[config.mk]
export PLATFORM = sky130hd
export DESIGN_NAME = rdz_sqrt
export DESIGN_NICKNAME = d
export VERILOG_FILES = /design/src/design/rdz_pkg.sv /design/src/design/rdz_sqrt.sv
export SDC_FILE = /design/constraint.sdc
export NUM_CORES = 2
export LEC_CHECK = 0
export BUFFER_PORTS_ARGS = -buffer_cell sky130_fd_sc_hd__buf_2
export CAP_MARGIN = 40
export CORE_MARGIN = 5
export CORE_UTILIZATION = 40
export CTS_CLUSTER_SIZE = 28
export DETAILED_ROUTE_END_ITERATION = 12
export GPL_ROUTABILITY_DRIVEN = 1
export GPL_TIMING_DRIVEN = 0
export PLACE_DENSITY = 0.58
export SKIP_CTS_REPAIR_TIMING = 1
export SLEW_MARGIN = 20
export SYNTH_ARGS = -nofsm -noshare
export SYNTH_HDL_FRONTEND = slang
export SYNTH_SLANG_ARGS = --single-unit
[constraint.sdc]
create_clock -name clk -period 8.2 [get_ports clk]
set_input_delay 0.41 -clock clk [delete_from_list [all_inputs] [get_ports clk]]
set_output_delay 0.41 -clock clk [all_outputs]
set_load 0.05 [all_outputs]
[src/design/rdz_pkg.sv]
// ----------------------------------------------------------------------------
// rdz_pkg
// shared widths, reset values, register indexes and pipeline structs for the
// thumbstick radial dead zone unit
// ----------------------------------------------------------------------------
package rdz_pkg;

    localparam int AX_W   = 8;            // raw axis byte
    localparam int MAG_W  = 8;            // |raw - 127|, up to 128
    localparam int S_W    = 16;           // sum of squares, up to 32768
    localparam int ROOT_W = 24;           // floor(sqrt(s * 2^32))
    localparam int REM_W  = ROOT_W + 2;
    localparam int V_W    = 2 * ROOT_W;   // radicand s * 2^32
    localparam int MSQ_W  = 15;           // mag^2
    localparam int SDEN_W = 23;           // s * 127
    localparam int PROD_W = MSQ_W + ROOT_W;
    localparam int DPROD_W = SDEN_W + 17;
    localparam int NUM_W  = PROD_W + 16;  // 2 * 16384 * prod + den
    localparam int DEN_W  = DPROD_W + 1;  // 2 * den
    localparam int Q_W    = 16;
    localparam int DIV_W  = NUM_W + 2;
    localparam int DZ_W   = 16;
    localparam int OUT_W  = 16;

    localparam logic [AX_W-1:0] CENTER    = 8'd127;
    localparam logic [DZ_W-1:0] DZ_RESET  = 16'd6554;
    localparam logic            TCP_RESET = 1'b1;

    localparam logic REG_DEAD_ZONE   = 1'b0;
    localparam logic REG_TOUCH_PRESS = 1'b1;

    typedef struct packed {
        logic             neg_x;
        logic             neg_y;
        logic [MAG_W-1:0] mag_x;
        logic [MAG_W-1:0] mag_y;
        logic [S_W-1:0]   sum_sq;
    } rdz_vec_t;

    typedef struct packed {
        logic             touched;
        logic             neg_x;
        logic             neg_y;
        logic [NUM_W-1:0] num_x;
        logic [NUM_W-1:0] num_y;
        logic [DEN_W-1:0] den;
    } rdz_frac_t;

    typedef struct packed {
        logic touched;
        logic neg_x;
        logic neg_y;
        logic ovf_x;
        logic ovf_y;
    } rdz_flags_t;

    typedef struct packed {
        rdz_flags_t     flags;
        logic [Q_W-1:0] q_x;
        logic [Q_W-1:0] q_y;
    } rdz_quo_t;

endpackage

[src/design/rdz_sqrt.sv]
// ----------------------------------------------------------------------------
// rdz_sqrt
// pipelined digit-by-digit integer square root, one root bit per stage
// ----------------------------------------------------------------------------
module rdz_sqrt import rdz_pkg::*;
(
    input  logic              clk,
    input  logic              rst_n,
    input  logic              i_valid,
    output logic              i_ready,
    input  rdz_vec_t          i_vec,
    output logic              o_valid,
    input  logic              o_ready,
    output rdz_vec_t          o_vec,
    output logic [ROOT_W-1:0] o_root
);

    localparam int STAGES = ROOT_W;

    logic              valid_reg [STAGES];
    logic              rdy       [STAGES+1];
    rdz_vec_t          vec_reg   [STAGES];
    logic [V_W-1:0]    v_reg     [STAGES];
    logic [REM_W-1:0]  rem_reg   [STAGES];
    logic [ROOT_W-1:0] root_reg  [STAGES];

    assign rdy[STAGES] = o_ready;
    assign i_ready     = rdy[0];

    for (genvar k = 0; k < STAGES; k++)
    begin : g_stage
        logic              in_v;
        rdz_vec_t          in_vec;
        logic [V_W-1:0]    in_bits;
        logic [REM_W-1:0]  in_rem;
        logic [ROOT_W-1:0] in_root;
        logic [REM_W-1:0]  rem_shift;
        logic [REM_W-1:0]  trial;
        logic [REM_W-1:0]  rem_next;
        logic [ROOT_W-1:0] root_next;
        logic              take;

        if (k == 0)
        begin : g_first
            assign in_v    = i_valid;
            assign in_vec  = i_vec;
            assign in_bits = {i_vec.sum_sq, {(V_W-S_W){1'b0}}};
            assign in_rem  = '0;
            assign in_root = '0;
        end
        else
        begin : g_rest
            assign in_v    = valid_reg[k-1];
            assign in_vec  = vec_reg[k-1];
            assign in_bits = v_reg[k-1];
            assign in_rem  = rem_reg[k-1];
            assign in_root = root_reg[k-1];
        end

        always_comb
        begin
            rem_shift = {in_rem[REM_W-3:0], in_bits[V_W-1 -: 2]};
            trial     = {in_root, 2'b01};
            take      = (rem_shift >= trial);
            rem_next  = take ? (rem_shift - trial) : rem_shift;
            root_next = {in_root[ROOT_W-2:0], take};
        end

        assign rdy[k] = !valid_reg[k] || rdy[k+1];

        always_ff @(posedge clk or negedge rst_n)
        begin
            if (!rst_n)
                valid_reg[k] <= 1'b0;
            else if (rdy[k])
                valid_reg[k] <= in_v;
        end

        always_ff @(posedge clk)
        begin
            if (rdy[k] && in_v)
            begin
                vec_reg[k]  <= in_vec;
                v_reg[k]    <= {in_bits[V_W-3:0], 2'b00};
                rem_reg[k]  <= rem_next;
                root_reg[k] <= root_next;
            end
        end
    end

    assign o_valid = valid_reg[STAGES-1];
    assign o_vec   = vec_reg[STAGES-1];
    assign o_root  = root_reg[STAGES-1];

endmodule

* Yosys cells after proc, flatten, opt, wreduce, memory -nomap -nowiden
Memories as Yosys holds them, arrays and structs flattened.
Cells that the tools add are included.
** Storage, ports and cells
- Memories :: 4
- RAM bits :: 3120
- Bits in latches :: 0
- Logic and storage cells :: 220
- Output and inout port bits :: 60
- Bits in read-only memories :: 0
- Flip-flop bits (word level) :: 24
** Memory list
- v_reg :: words 24, bits a word 46, read ports 23, clocked after Yosys merged registers in 0, wr ports 24, RTL line rdz_sqrt.sv:23 : logic [V_W-1:0] v_reg [STAGES];
- vec_reg :: words 24, bits a word 34, read ports 24, clocked after Yosys merged registers in 0, wr ports 24, RTL line rdz_sqrt.sv:22 : rdz_vec_t vec_reg [STAGES];
- rem_reg :: words 24, bits a word 26, read ports 23, clocked after Yosys merged registers in 0, wr ports 24, RTL line rdz_sqrt.sv:24 : logic [REM_W-1:0] rem_reg [STAGES];
- root_reg :: words 24, bits a word 24, read ports 24, clocked after Yosys merged registers in 0, wr ports 24, RTL line rdz_sqrt.sv:25 : logic [ROOT_W-1:0] root_reg [STAGES];
** Cells by class
- $lt $le $gt $ge :: 24
- Divide/modulo/power cells :: 0
- Multiplexer cells :: 72
- Add/subtract/negate cells :: 24
- Equal/unequal tests :: 0
- Bitwise gates (word level) :: 0
- Shift operators :: 0
- Reductions and logical operators :: 72
- Multipliers :: 0
** Operators with widths (count)
- two-way mux 26 bit :: 24
- greater-or-equal comparator 26 bit :: 23
- subtractor 26 bit :: 23
- two-way mux 1 bit :: 48
- logical AND 1 bit :: 24
- logical NOT 1 bit :: 24
- logical OR 1 bit :: 24
- subtractor 2 x 1 -> 3 bit, second input constant :: 1
- greater-or-equal comparator 2 x 1 -> 1 bit, second input constant :: 1

* Depth between registers and ports, before layout
- Depth after elaboration :: 28
- Gate-level depth with buffers :: 13
- Depth with buffers taken out :: 12

* Worst setup path after synthesis
OpenSTA, ideal clock, no wires.
- Path type :: register -> register
- Start :: register valid_reg (netlist bit o_valid)
- End :: memory rem_reg[1][130] in the netlist's numbering (enable)
- Slack :: 1117 ps
- Cell stages (with the launch flop) :: 7
- Clock period less this slack :: 7083 ps
- Setup time :: 609 ps
- Arrival :: 6475 ps
- Cell sequence :: dfrtp_1 > nand4b_1 > inv_1 > and3_1 > nand3_1 > nor2_1 > a21boi_0
** RTL lines
- start, declared :: RTL line rdz_sqrt.sv:20 : logic valid_reg [STAGES];
- start signal, assigned by index :: RTL line rdz_sqrt.sv:76 : valid_reg[k] <= in_v;
- end, declared :: RTL line rdz_sqrt.sv:24

==> flow_metrics.tcl <==
set metrics [dict create \
    status "finished clean" \
    top_usage_layer "met2" \
    placed_cells 7225 \
    grt_max_degree 57 \
    async_flop_share_pct 1.458 \
    initial_utilization_pct 40.17 \
    num_vias 37580 \
    crit_required_ns 8.81 \
    hp-class "input port to async pin" \
    antenna_cells 0 \
    rows 153 \
    wl_per_cell_um 16.29 \
    yosysWarnings 0 \
    place_hpwl_um 89390 \
    met3_usage_pct 2.357 \
    yosysSeqAreaShare_pct 70.62 \
    track_usage_pct 13.49 \
    ys_types 88 \
    multi_input_area_um2 19010 \
    startpoint_type "flip-flop" \
    die_area_um2 183000 \
    grt_pass1_wl_um 198100 \
    drc 0 \
    grt_overflow 0 \
    dr.pass1.iters 6 \
    hold_viol_final 0 \
    postSynthAreaPerCell_um2 14.67 \
    critPathKind "flip-flop to flip-flop" \
    setup_violations 0 \
    clockRootBuffer "clkbuf_16" \
    synth_nets 5105 \
    synth_edf_count 1622 \
    power.density_nw_per_um2 266.7 \
    netlist.area_leader.share_pct 69.76 \
    leakage_nw 30.04 \
    drv_cap 0 \
    use_met1_pct 15.33 \
    worst_pin_slew_ns 0.9295 \
    yosys.area.top_type "edfxtp_1" \
    ys_ff_latch 1646 \
    insertion_delay_ns 0.78 \
    seq_area_um2 49310 \
    worstPathMaxFanout 11 \
    cts_buffer_depth 3 \
    fin_worst_skew_ns 0.04828 \
    fin_util_pct 46.27 \
    path_clk_slew_ns 0.06 \
    critPathArrivalTime_ns 5.04 \
    post-route-min-period_ns 4.436 \
    mostFrequentLayoutCells "1,622 x edfxtp_1, 379 x inv_1, 294 x ha_1" \
    fillers 15230 \
    grt_pass1_vias 38160 \
    synth_area_leaders "edfxtp_1 70%, ha_1 5.3%, xor2_1 2.3%" \
    drv_slew 0 \
    dieHeight_um 427.8 \
    area_delta_synth_final_pct 15.19 \
    numCtsBuffers 171 \
    drt-total-wl_um 123400 \
    max_freq_mhz 225.4 \
    fp.coreArea_um2 173800 \
    grt_use_met2_pct 25.13 \
    drtIter0Drc 2239 \
    synth_top_flop_cell "edfxtp_1" \
    chipWidth_um 427.8 \
    drive_above_1_share_pct 10.49 \
    antenna_found_initial 1 \
    rsz0062_at_grt "false" \
    h-tree-depth 4 \
    clock-sinks 1646 \
    drt-vias-per-instance 4.961 \
    syn_inst 4758 \
    final_common_cell "edfxtp_1" \
    numPortBuffers 97 \
    routabilityCongestion 0.8423 \
    postRouteAntennaNets 0 \
    instances_no_fill 7576 \
    cts_tree "built" \
    ir_drop_v 0.0001969 \
    final_nets 5457 \
    ios 98 \
    largest_reg_flops 816 \
    cp-end-kind "flip-flop" \
    syn_area_um2 69820 \
    min_period_over_period_pct 54.10 \
    max_slew_margin_pct 37.22 \
]
==> synthesized netlist by cell type (all sizes together) (17+ instances only) <==
cell type	number
a211oi	32
a21boi	17
a21o	96
a21oi	228
a31oi	22
and2	38
and3	29
clkbuf	41
dfrtp	24
edfxtp	1622
ha	294
inv	381
mux2	83
nand2	272
nand2b	53
nand3	49
nand3b	18
nand4	19
nor2	263
nor2b	41
nor3	115
nor4	52
o211ai	23
o21a	51
o21ai	225
o21bai	25
o31ai	23
or2	24
or3	35
or4	29
xnor2	174
xor2	184
==> area by class of cell <==
class                      count  area share, %
buffer                        51         0.2567
clock buffer                 208          5.585
clock inverter               106          1.506
inverter                     382          1.783
multi-input combinational   2679          23.64
sequential                  1646          61.31
tap                         2325          3.617
timing repair buffer         179          2.301
==> where the power goes <==
part,internal (mW),switching (mW)
Clock,4.53,3.19
Sequential,10.4,0.392
Combinational,1.10,1.83
==> metrics by stage <==
step	power [mW]	setup TNS (ns)	setup slack (ns)	area (µm²)	hold WS (ns)
floorplan	12.99	0	1.117	69820	0.1144
detailed placement	13.93	0	3.811	74350	0.4045
CTS	21.75	0	3.843	80050	-0.4021
global route	22.49	0	3.511	80420	0.2029
finish	21.45	0	3.764	80420	0.1856
global placement	13.85	-163.07	-1.534	73220	0.4002
==> per-layer routing <==
layer | routed length [µm] | vias up
li1 | - | 18490
met1 | 48690 | 18220
met2 | 65770 | 613
met3 | 4376 | 253
met4 | 4570 | 0
met5 | 0 | -
==> cells by family after synthesis <==
group           after synthesis  synth area share (%)
xor+xnor                    358                 4.491
simple gates               1082                 7.781
compound gates              842                 7.661
fa+ha+maj                   309                 5.699
buf+inv                     433                 2.349
flops                      1646                 70.62
other cells                   1              0.005371
mux                          87                 1.396
==> critical path, cell delays in order, from the launching register on <==
cell and delay, ns:
edfxtp_1 0.47, ha_1 0.28, fa_1 0.44, a211oi_1 0.34, o21ai_0 0.20, a21o_1 0.23
o311ai_0 0.64, nand4b_1 0.17, nand2_1 0.29, inv_1 0.15, clkbuf_1 0.33, buf_1 0.42
a21oi_1 0.30
==> path summary, 6_finish.rpt <==
| kind | startpoint | slack [ns] | endpoint | depth (start not counted) |
|---|---|---|---|---|
| worst max register to register | rem_reg[2][52]$_SDFFCE_PP0P_ | 3.76 | rem_reg[2][93]$_DFFE_PP_ | 12 |
| worst min register to register | vec_reg[0][71]$_DFFE_PP_ | 0.41 | vec_reg[0][105]$_DFFE_PP_ | 0 |
| min in group clk | i_vec[23] | 0.31 | vec_reg[0][23]$_DFFE_PP_ | 2 |
| worst max-delay path | rem_reg[2][52]$_SDFFCE_PP0P_ | 3.76 | rem_reg[2][93]$_DFFE_PP_ | 12 |
| worst min-delay path | rst_n | 0.19 | g_stage[1].in_v$_DFFE_PN0P_ | 2 |
| max in group asynchronous | rst_n | 7.52 | o_valid$_DFFE_PN0P_ | 2 |
Note: power is estimated with default switching activity, not from simulation.
