### config.mk
export PLATFORM = sky130hd
export DESIGN_NAME = rdz_scale
export DESIGN_NICKNAME = d
export VERILOG_FILES = /design/src/design/rdz_pkg.sv /design/src/design/rdz_scale.sv
export SDC_FILE = /design/constraint.sdc
export NUM_CORES = 2
export LEC_CHECK = 0
export BUFFER_PORTS_ARGS = -buffer_cell sky130_fd_sc_hd__buf_2
export CAP_MARGIN = 40
export CORE_MARGIN = 2
export CORE_UTILIZATION = 59
export CTS_CLUSTER_DIAMETER = 80
export DETAILED_ROUTE_END_ITERATION = 6
export PLACE_DENSITY = 0.8
export SLEW_MARGIN = 10
export SYNTH_ARGS = -nofsm -noshare
export SYNTH_HDL_FRONTEND = slang
export SYNTH_SLANG_ARGS = --single-unit
### constraint.sdc
create_clock -name clk -period 6.68 [get_ports clk]
set_clock_uncertainty 0.05 [all_clocks]
set_input_delay 0.668 -clock clk [delete_from_list [all_inputs] [get_ports clk]]
set_output_delay 0.668 -clock clk [all_outputs]
set_load 0.005 [all_outputs]
### src/design/rdz_pkg.sv
// ----------------------------------------------------------------------------
// rdz_pkg
// shared widths, reset values, register indexes and pipeline structs for the
// thumbstick radial dead zone unit
// ----------------------------------------------------------------------------
package rdz_pkg;

    localparam int AX_W   = 8;            // raw axis byte
    localparam int MAG_W  = 8;            // |raw - 127|, up to 128
    localparam int S_W    = 16;           // sum of squares, up to 32768
    localparam int ROOT_W = 24;           // floor(sqrt(s * 2^32))
    localparam int REM_W  = ROOT_W + 2;
    localparam int V_W    = 2 * ROOT_W;   // radicand s * 2^32
    localparam int MSQ_W  = 15;           // mag^2
    localparam int SDEN_W = 23;           // s * 127
    localparam int PROD_W = MSQ_W + ROOT_W;
    localparam int DPROD_W = SDEN_W + 17;
    localparam int NUM_W  = PROD_W + 16;  // 2 * 16384 * prod + den
    localparam int DEN_W  = DPROD_W + 1;  // 2 * den
    localparam int Q_W    = 16;
    localparam int DIV_W  = NUM_W + 2;
    localparam int DZ_W   = 16;
    localparam int OUT_W  = 16;

    localparam logic [AX_W-1:0] CENTER    = 8'd127;
    localparam logic [DZ_W-1:0] DZ_RESET  = 16'd6554;
    localparam logic            TCP_RESET = 1'b1;

    localparam logic REG_DEAD_ZONE   = 1'b0;
    localparam logic REG_TOUCH_PRESS = 1'b1;

    typedef struct packed {
        logic             neg_x;
        logic             neg_y;
        logic [MAG_W-1:0] mag_x;
        logic [MAG_W-1:0] mag_y;
        logic [S_W-1:0]   sum_sq;
    } rdz_vec_t;

    typedef struct packed {
        logic             touched;
        logic             neg_x;
        logic             neg_y;
        logic [NUM_W-1:0] num_x;
        logic [NUM_W-1:0] num_y;
        logic [DEN_W-1:0] den;
    } rdz_frac_t;

    typedef struct packed {
        logic touched;
        logic neg_x;
        logic neg_y;
        logic ovf_x;
        logic ovf_y;
    } rdz_flags_t;

    typedef struct packed {
        rdz_flags_t     flags;
        logic [Q_W-1:0] q_x;
        logic [Q_W-1:0] q_y;
    } rdz_quo_t;

endpackage

### src/design/rdz_scale.sv
// ----------------------------------------------------------------------------
// rdz_scale
// dead-zone compare and rescale products, three stages, forms the
// rounding numerator and denominator for both axes
// ----------------------------------------------------------------------------
module rdz_scale import rdz_pkg::*;
(
    input  logic              clk,
    input  logic              rst_n,
    input  logic [DZ_W-1:0]   dead_zone,
    input  logic              i_valid,
    output logic              i_ready,
    input  rdz_vec_t          i_vec,
    input  logic [ROOT_W-1:0] i_root,
    output logic              o_valid,
    input  logic              o_ready,
    output rdz_frac_t         o_frac
);

    // stage a: compare, mag^2, s*127
    logic               a_valid_reg;
    rdz_vec_t           a_vec_reg;
    logic               a_touched_reg;
    logic [ROOT_W-1:0]  a_n_reg;
    logic [MSQ_W-1:0]   a_msq_x_reg;
    logic [MSQ_W-1:0]   a_msq_y_reg;
    logic [SDEN_W-1:0]  a_sden_reg;
    // stage b: products
    logic               b_valid_reg;
    rdz_vec_t           b_vec_reg;
    logic               b_touched_reg;
    logic [PROD_W-1:0]  b_prod_x_reg;
    logic [PROD_W-1:0]  b_prod_y_reg;
    logic [DPROD_W-1:0] b_den_reg;
    // stage c: numerator / denominator select
    logic               c_valid_reg;
    rdz_frac_t          c_frac_reg;
    rdz_frac_t          c_frac_next;

    logic               a_rdy;
    logic               b_rdy;
    logic               c_rdy;
    logic [SDEN_W-1:0]  dzs;
    logic [16:0]        dz_comp;

    assign c_rdy   = !c_valid_reg || o_ready;
    assign b_rdy   = !b_valid_reg || c_rdy;
    assign a_rdy   = !a_valid_reg || b_rdy;
    assign i_ready = a_rdy;

    assign dzs     = {7'b0, dead_zone} * 23'd127;
    assign dz_comp = 17'h10000 - {1'b0, dead_zone};

    always_comb
    begin
        c_frac_next.touched = b_touched_reg;
        c_frac_next.neg_x   = b_vec_reg.neg_x;
        c_frac_next.neg_y   = b_vec_reg.neg_y;
        if (b_touched_reg && (b_vec_reg.sum_sq != '0))
        begin
            c_frac_next.num_x = {1'b0, b_prod_x_reg, 15'b0} + NUM_W'(b_den_reg);
            c_frac_next.num_y = {1'b0, b_prod_y_reg, 15'b0} + NUM_W'(b_den_reg);
            c_frac_next.den   = {b_den_reg, 1'b0};
        end
        else if (b_touched_reg)
        begin
            // zero radius: rounds to zero
            c_frac_next.num_x = NUM_W'(1);
            c_frac_next.num_y = NUM_W'(1);
            c_frac_next.den   = DEN_W'(2);
        end
        else
        begin
            // inside dead zone: 16384 * c / 127
            c_frac_next.num_x = NUM_W'({b_vec_reg.mag_x, 15'b0}) + NUM_W'(127);
            c_frac_next.num_y = NUM_W'({b_vec_reg.mag_y, 15'b0}) + NUM_W'(127);
            c_frac_next.den   = DEN_W'(254);
        end
    end

    always_ff @(posedge clk or negedge rst_n)
    begin
        if (!rst_n)
        begin
            a_valid_reg <= 1'b0;
            b_valid_reg <= 1'b0;
            c_valid_reg <= 1'b0;
        end
        else
        begin
            if (a_rdy)
                a_valid_reg <= i_valid;
            if (b_rdy)
                b_valid_reg <= a_valid_reg;
            if (c_rdy)
                c_valid_reg <= b_valid_reg;
        end
    end

    always_ff @(posedge clk)
    begin
        if (a_rdy && i_valid)
        begin
            a_vec_reg     <= i_vec;
            a_touched_reg <= (i_root >= {1'b0, dzs});
            a_n_reg       <= i_root - {1'b0, dzs};
            a_msq_x_reg   <= {7'b0, i_vec.mag_x} * {7'b0, i_vec.mag_x};
            a_msq_y_reg   <= {7'b0, i_vec.mag_y} * {7'b0, i_vec.mag_y};
            a_sden_reg    <= {7'b0, i_vec.sum_sq} * 23'd127;
        end
        if (b_rdy && a_valid_reg)
        begin
            b_vec_reg     <= a_vec_reg;
            b_touched_reg <= a_touched_reg;
            b_prod_x_reg  <= PROD_W'(a_msq_x_reg) * PROD_W'(a_n_reg);
            b_prod_y_reg  <= PROD_W'(a_msq_y_reg) * PROD_W'(a_n_reg);
            b_den_reg     <= DPROD_W'(a_sden_reg) * DPROD_W'(dz_comp);
        end
        if (c_rdy && b_valid_reg)
            c_frac_reg <= c_frac_next;
    end

    assign o_valid = c_valid_reg;
    assign o_frac  = c_frac_reg;

endmodule

# Word-level counts from Yosys, hierarchy flattened

Index checks and enable logic that the tools add are counted.

Bits in registers: 422
Input bits: 78
Output and inout bits: 156
Word-level logic and storage cells: 56

Add/subtract/negate cells: 6
$mul: 7
Order comparisons: 1
Mux-type cells: 2
Reductions and logical operators: 11

Operators with widths:

| cell                   | count |
|---|---|
| $mux 151               | 1 |
| $mux 120               | 1 |
| $add 54x40->55         | 2 |
| $mul 15x24->39         | 2 |
| $add 23x7->24 const B  | 2 |
| $mul 16x7->23 const B  | 2 |
| $mul 23x17->40         | 1 |
| $mul 8x8->15           | 2 |
| $ge 24x23->1           | 1 |
| $sub 24x23->24         | 1 |
| $sub 17x16->17 const A | 1 |
| $reduce_bool 16->1     | 1 |
| $logic_and 1x1->1      | 4 |
| $logic_not 1->1        | 3 |
| $logic_or 1x1->1       | 3 |

# Longest topological paths before layout

Depth in word-level cells: 5
Mapped depth: 30
Mapped depth without buffers: 28

# Worst setup path after synthesis

No wires, ideal clock.

Path kind: input-to-reg
Start point: input dead_zone[0]
End point: register b_den_reg[37], data pin
Library setup time: 0.259 ns
Data arrival time: 6.996 ns
Required time: 6.371 ns
Path slack: -0.624 ns
Cell stages on the path: 26
Path buffers: 2
Cells stage by stage: clkbuf_1 -> inv_1 -> ha_1 -> nand4_1 -> nor2_1 -> nand3_1 -> xnor2_1 -> clkbuf_1 -> nand2_1 -> fa_1 -> fa_1 -> inv_1 -> fa_1 -> fa_1 -> fa_1 -> inv_1 -> fa_1 -> inv_1 -> ha_1 -> nand3_1 -> a211oi_1 -> a221oi_2 -> o311ai_4 -> a21boi_1 -> o31a_1 -> xnor2_1

Longest elaborated chain between the ends: 2

RTL lines:

| what                   | RTL line         | RTL |
|---|---|---|
| start: declaration     | rdz_scale.sv:10  | `input logic [DZ_W-1:0] dead_zone,` |
| $sub 17x16->17         | rdz_scale.sv:52  | `assign dz_comp = 17'h10000 - {1'b0, dead_zone};` |
| $mul 23x17->40         | rdz_scale.sv:117 | `b_den_reg <= DPROD_W'(a_sden_reg) * DPROD_W'(dz_comp);` |
| end signal: assignment | rdz_scale.sv:117 |  |
| end: declaration       | rdz_scale.sv:34  | `logic [DPROD_W-1:0] b_den_reg;` |

No other way between the ends.
A chain may end at the register's enable or synchronous reset.

# Worst setup path in the final report

Start point: input dead_zone[1]
End point: register b_den_reg[37], data pin

Same word-level chain as after synthesis.

==> out/metrics.csv <==
metric;value;unit
drt_iter0_markers;4058;
cts_made_buffers;45;
fin_crit;6.732;ns
tightest_slew;0.8902;ns
grt_overflow;0;
crit_type;input port to flop;
synth-edff-count;383;
vias_per_cell;5.654;
post-route-period-util;100.8;%
start_util;59.60;%
syn2layout_area_growth;13.01;%
io_buffers;232;
r2r_start;a_n_reg[8];
start_kind;input port;
cts_tree;done;
fillers;7442;
ff2ff_setup_slack;0.12;ns
wl_per_cell;19.94;um
yosysWarningCount;0;
postLayoutCoreUtil;67.35;%
vias;44873;
grt.total_usage;30.87;%
status;finished with violations;
syn_avg_cell_area;9.805;um^2
hold_viol_final;0;
ys_seq_area_share;19.37;%
cts.sinks;386;
r2r_end;b_prod_x_reg[35];
final_layout_size_suffix_gt1_share;13.21;%
max_stage_delay;0.53;ns
maxSlewViolCount;0;
synth_seq_cells;386;
root_buffer;clkbuf_16;
dieArea;103900;um^2
netlist_area;59770;um^2
clk_pin_slew;0.06;ns
grt_pass1_vias;46661;
wl;158200;um
rsz0062_at_grt;true;
synthesis.nets;7756;
cp-end-kind;flop;
worst-path-max-fanout;9;
dpl.cell_count;7817;
synth_flop_cell;edfxtp_1;
setup_slack;-0.05245;ns
die_x;322.3;um
instances_no_fill;7936;
synth_cell_types;88;
clock_latency;0.62;ns
grt_pass1_wl;250400;um
crit_top_cell;fa_1;
cp_num_buf_inv;9;
reg2regPathDepth;21;
finalSetupViolCount;6;
nets;8202;
drv_cap;0;
timing.fmax;148.5;MHz
crit_slowest_cell;fa_1;
core_area;100300;um^2
violations;DRC, setup timing;
crit_family;adder cells;
hpwlAfterDp;129900;um
die_y;322.3;um
drtPass1Iterations;7;
antenna_found_initial;9;
slew_headroom;40.65;%
gp_congestion;0.9904;
hold_end;a_vec_reg[32];
hp-class;input port to flop;
antenna_left;0;
largest_reg_flops;123;
hold_path.startpoint;i_vec[32];
cp.arrival;7.05;ns
drc;2;
htreeDepth;2;
hold_path_depth;1;
syn_inst;6096;
rows;116;
pin_count;234;
async_reset_ff_share;0.7772;%
cts.path.max_buffers;3;
grt_max_degree;79;
worst_ep_required_time;7.00;ns
==> worst max path at each step <==
stage          slack, ns  cells after the start               end            from
4_1_cts            -0.02                     21  b_prod_x_reg[35]  a_msq_x_reg[3]
5_1_grt            -0.25                     28     b_den_reg[37]    dead_zone[3]
6_report           -0.05                     29     b_den_reg[37]    dead_zone[1]
3_5_place_dp       -0.75                     24     b_den_reg[38]    dead_zone[1]
2_1_floorplan      -0.15                     25     b_den_reg[37]    dead_zone[1]
3_3_place_gp       -0.64                     25     b_den_reg[37]    dead_zone[1]
==> metal layers <==
layer | track usage (%) | up-vias | routed length (um)
met1 | 42.61 | 22216 | 64970
met3 | 8.633 | 287 | 17710
met5 | 0 | - | 78
met2 | 48.60 | 2188 | 71420
li1 | - | 20172 | -
met4 | 7.352 | 10 | 4034
==> per-stage QoR <==
step	setup slack, ns	hold slack [ns]	setup TNS, ns	cell area, um^2
finish	-0.05245	0.1918	-0.1790	67550
global route	-0.2509	0.1641	-2.209	67550
CTS	-0.02106	0.1533	-0.02106	66830
detailed placement	-0.7542	0.3545	-14.24	65110
global placement	-0.6428	0.3507	-10.99	65080
floorplan	-0.1480	0.3224	-0.8016	60190
==> cell usage after synthesis, types with 5 or more instances <==
cell type  count  area share [%]
inv_1       1139             7.2
fa_1         999              33
nand2_1      825             5.2
ha_1         583              12
and2_1       441             4.6
edfxtp_1     383              19
clkbuf_1     228             1.4
a21oi_1      192             1.6
xnor2_1      154             2.3
nor2_1       137            0.86
o21ai_0      115            0.96
a21o_1       109             1.4
xor2_1        69             1.0
and3_1        68            0.71
nand3_1       63            0.53
nor3_1        53            0.44
nand2b_1      48            0.50
nor2b_1       44            0.46
o21bai_1      39            0.49
nand4_1       37            0.39
o21a_1        32            0.40
buf_4         31            0.39
a211oi_1      30            0.38
a31oi_1       27            0.28
mux2i_1       26            0.44
o211ai_1      16            0.20
a211o_1       13            0.19
o31ai_1       13            0.16
or3_1         13            0.14
nor4_1        12            0.13
nor3b_1        9            0.11
o2111ai_1      9            0.13
a22o_1         8            0.12
a311oi_1       8            0.12
o21ai_1        8           0.067
a21boi_0       7           0.088
or2_2          7           0.073
a2111oi_0      6           0.088
nand3b_1       5           0.063
==> worst register-to-register path: cells and delay by family (launching register included) <==
kind / cells / cell delay [ns]
fa+ha+maj: 7 / 2.99
compound gates: 5 / 1.11
buf+inv: 7 / 1.03
simple gates: 2 / 0.69
flops: 1 / 0.54
==> layout by cell type, fill, tap and decap left out, types with 11 or more instances in the layout <==
cell          n
clkbuf_16    46
nand4_1      37
fa_1        997
inv_1      1130
buf_4       381
xor2_1       69
o21bai_1     37
a21oi_1     180
nand3_1      58
o21ai_0     108
nor3_1       53
buf_12       30
o211ai_1     16
nor2b_1      42
a21o_1      109
a31oi_1      25
edfxtp_1    383
xnor2_1     134
o21ai_1      15
nor4_1       12
mux2i_1      26
buf_6        15
and3_1       67
ha_1        568
buf_2       231
a21oi_2      14
nand2b_1     47
or3_1        13
nand2_1     819
o21a_1       31
a211o_1      13
and2_1      434
nor2_1      134
ha_4         11
a211oi_1     29
xnor2_2      12
==> timing repair <==
action                                  in CTS  in global routing
hold buffers                                 1                  0
hold endpoints to repair                     3                  0
resized for setup                           16                 75
endpoints found under the setup margin      13                 41
pin swaps                                    6                 23
cloned                                       0                  3
buffers inserted                             3                 28
==> kinds of logic after synthesis <==
kind of cell    Yosys count  share of synthesized area [%]
flops                   386                          19.37
compound gates          689                          7.661
fa+ha+maj              1582                          45.66
mux                      28                         0.4731
simple gates           1785                          14.56
xor+xnor                223                          3.268
other cells               1                       0.006274
buf+inv                1402                          9.001
==> area by class of cell <==
type                            instances  area (um^2)  area share, %
Inverter                             1139         4304          6.372
Sequential cell                       386        11580          17.14
Clock inverter                         33        417.9         0.6186
Timing Repair Buffer                  661         4876          7.218
Antenna cell                            2        5.005       0.007409
Tap cell                             1357         1698          2.513
Multi-Input combinational cell       4309        43530          64.44
Clock buffer                           49         1141          1.689
Power is not shown: default switching activity piles up to over one toggle a cycle in this logic, so the estimate is an artifact.
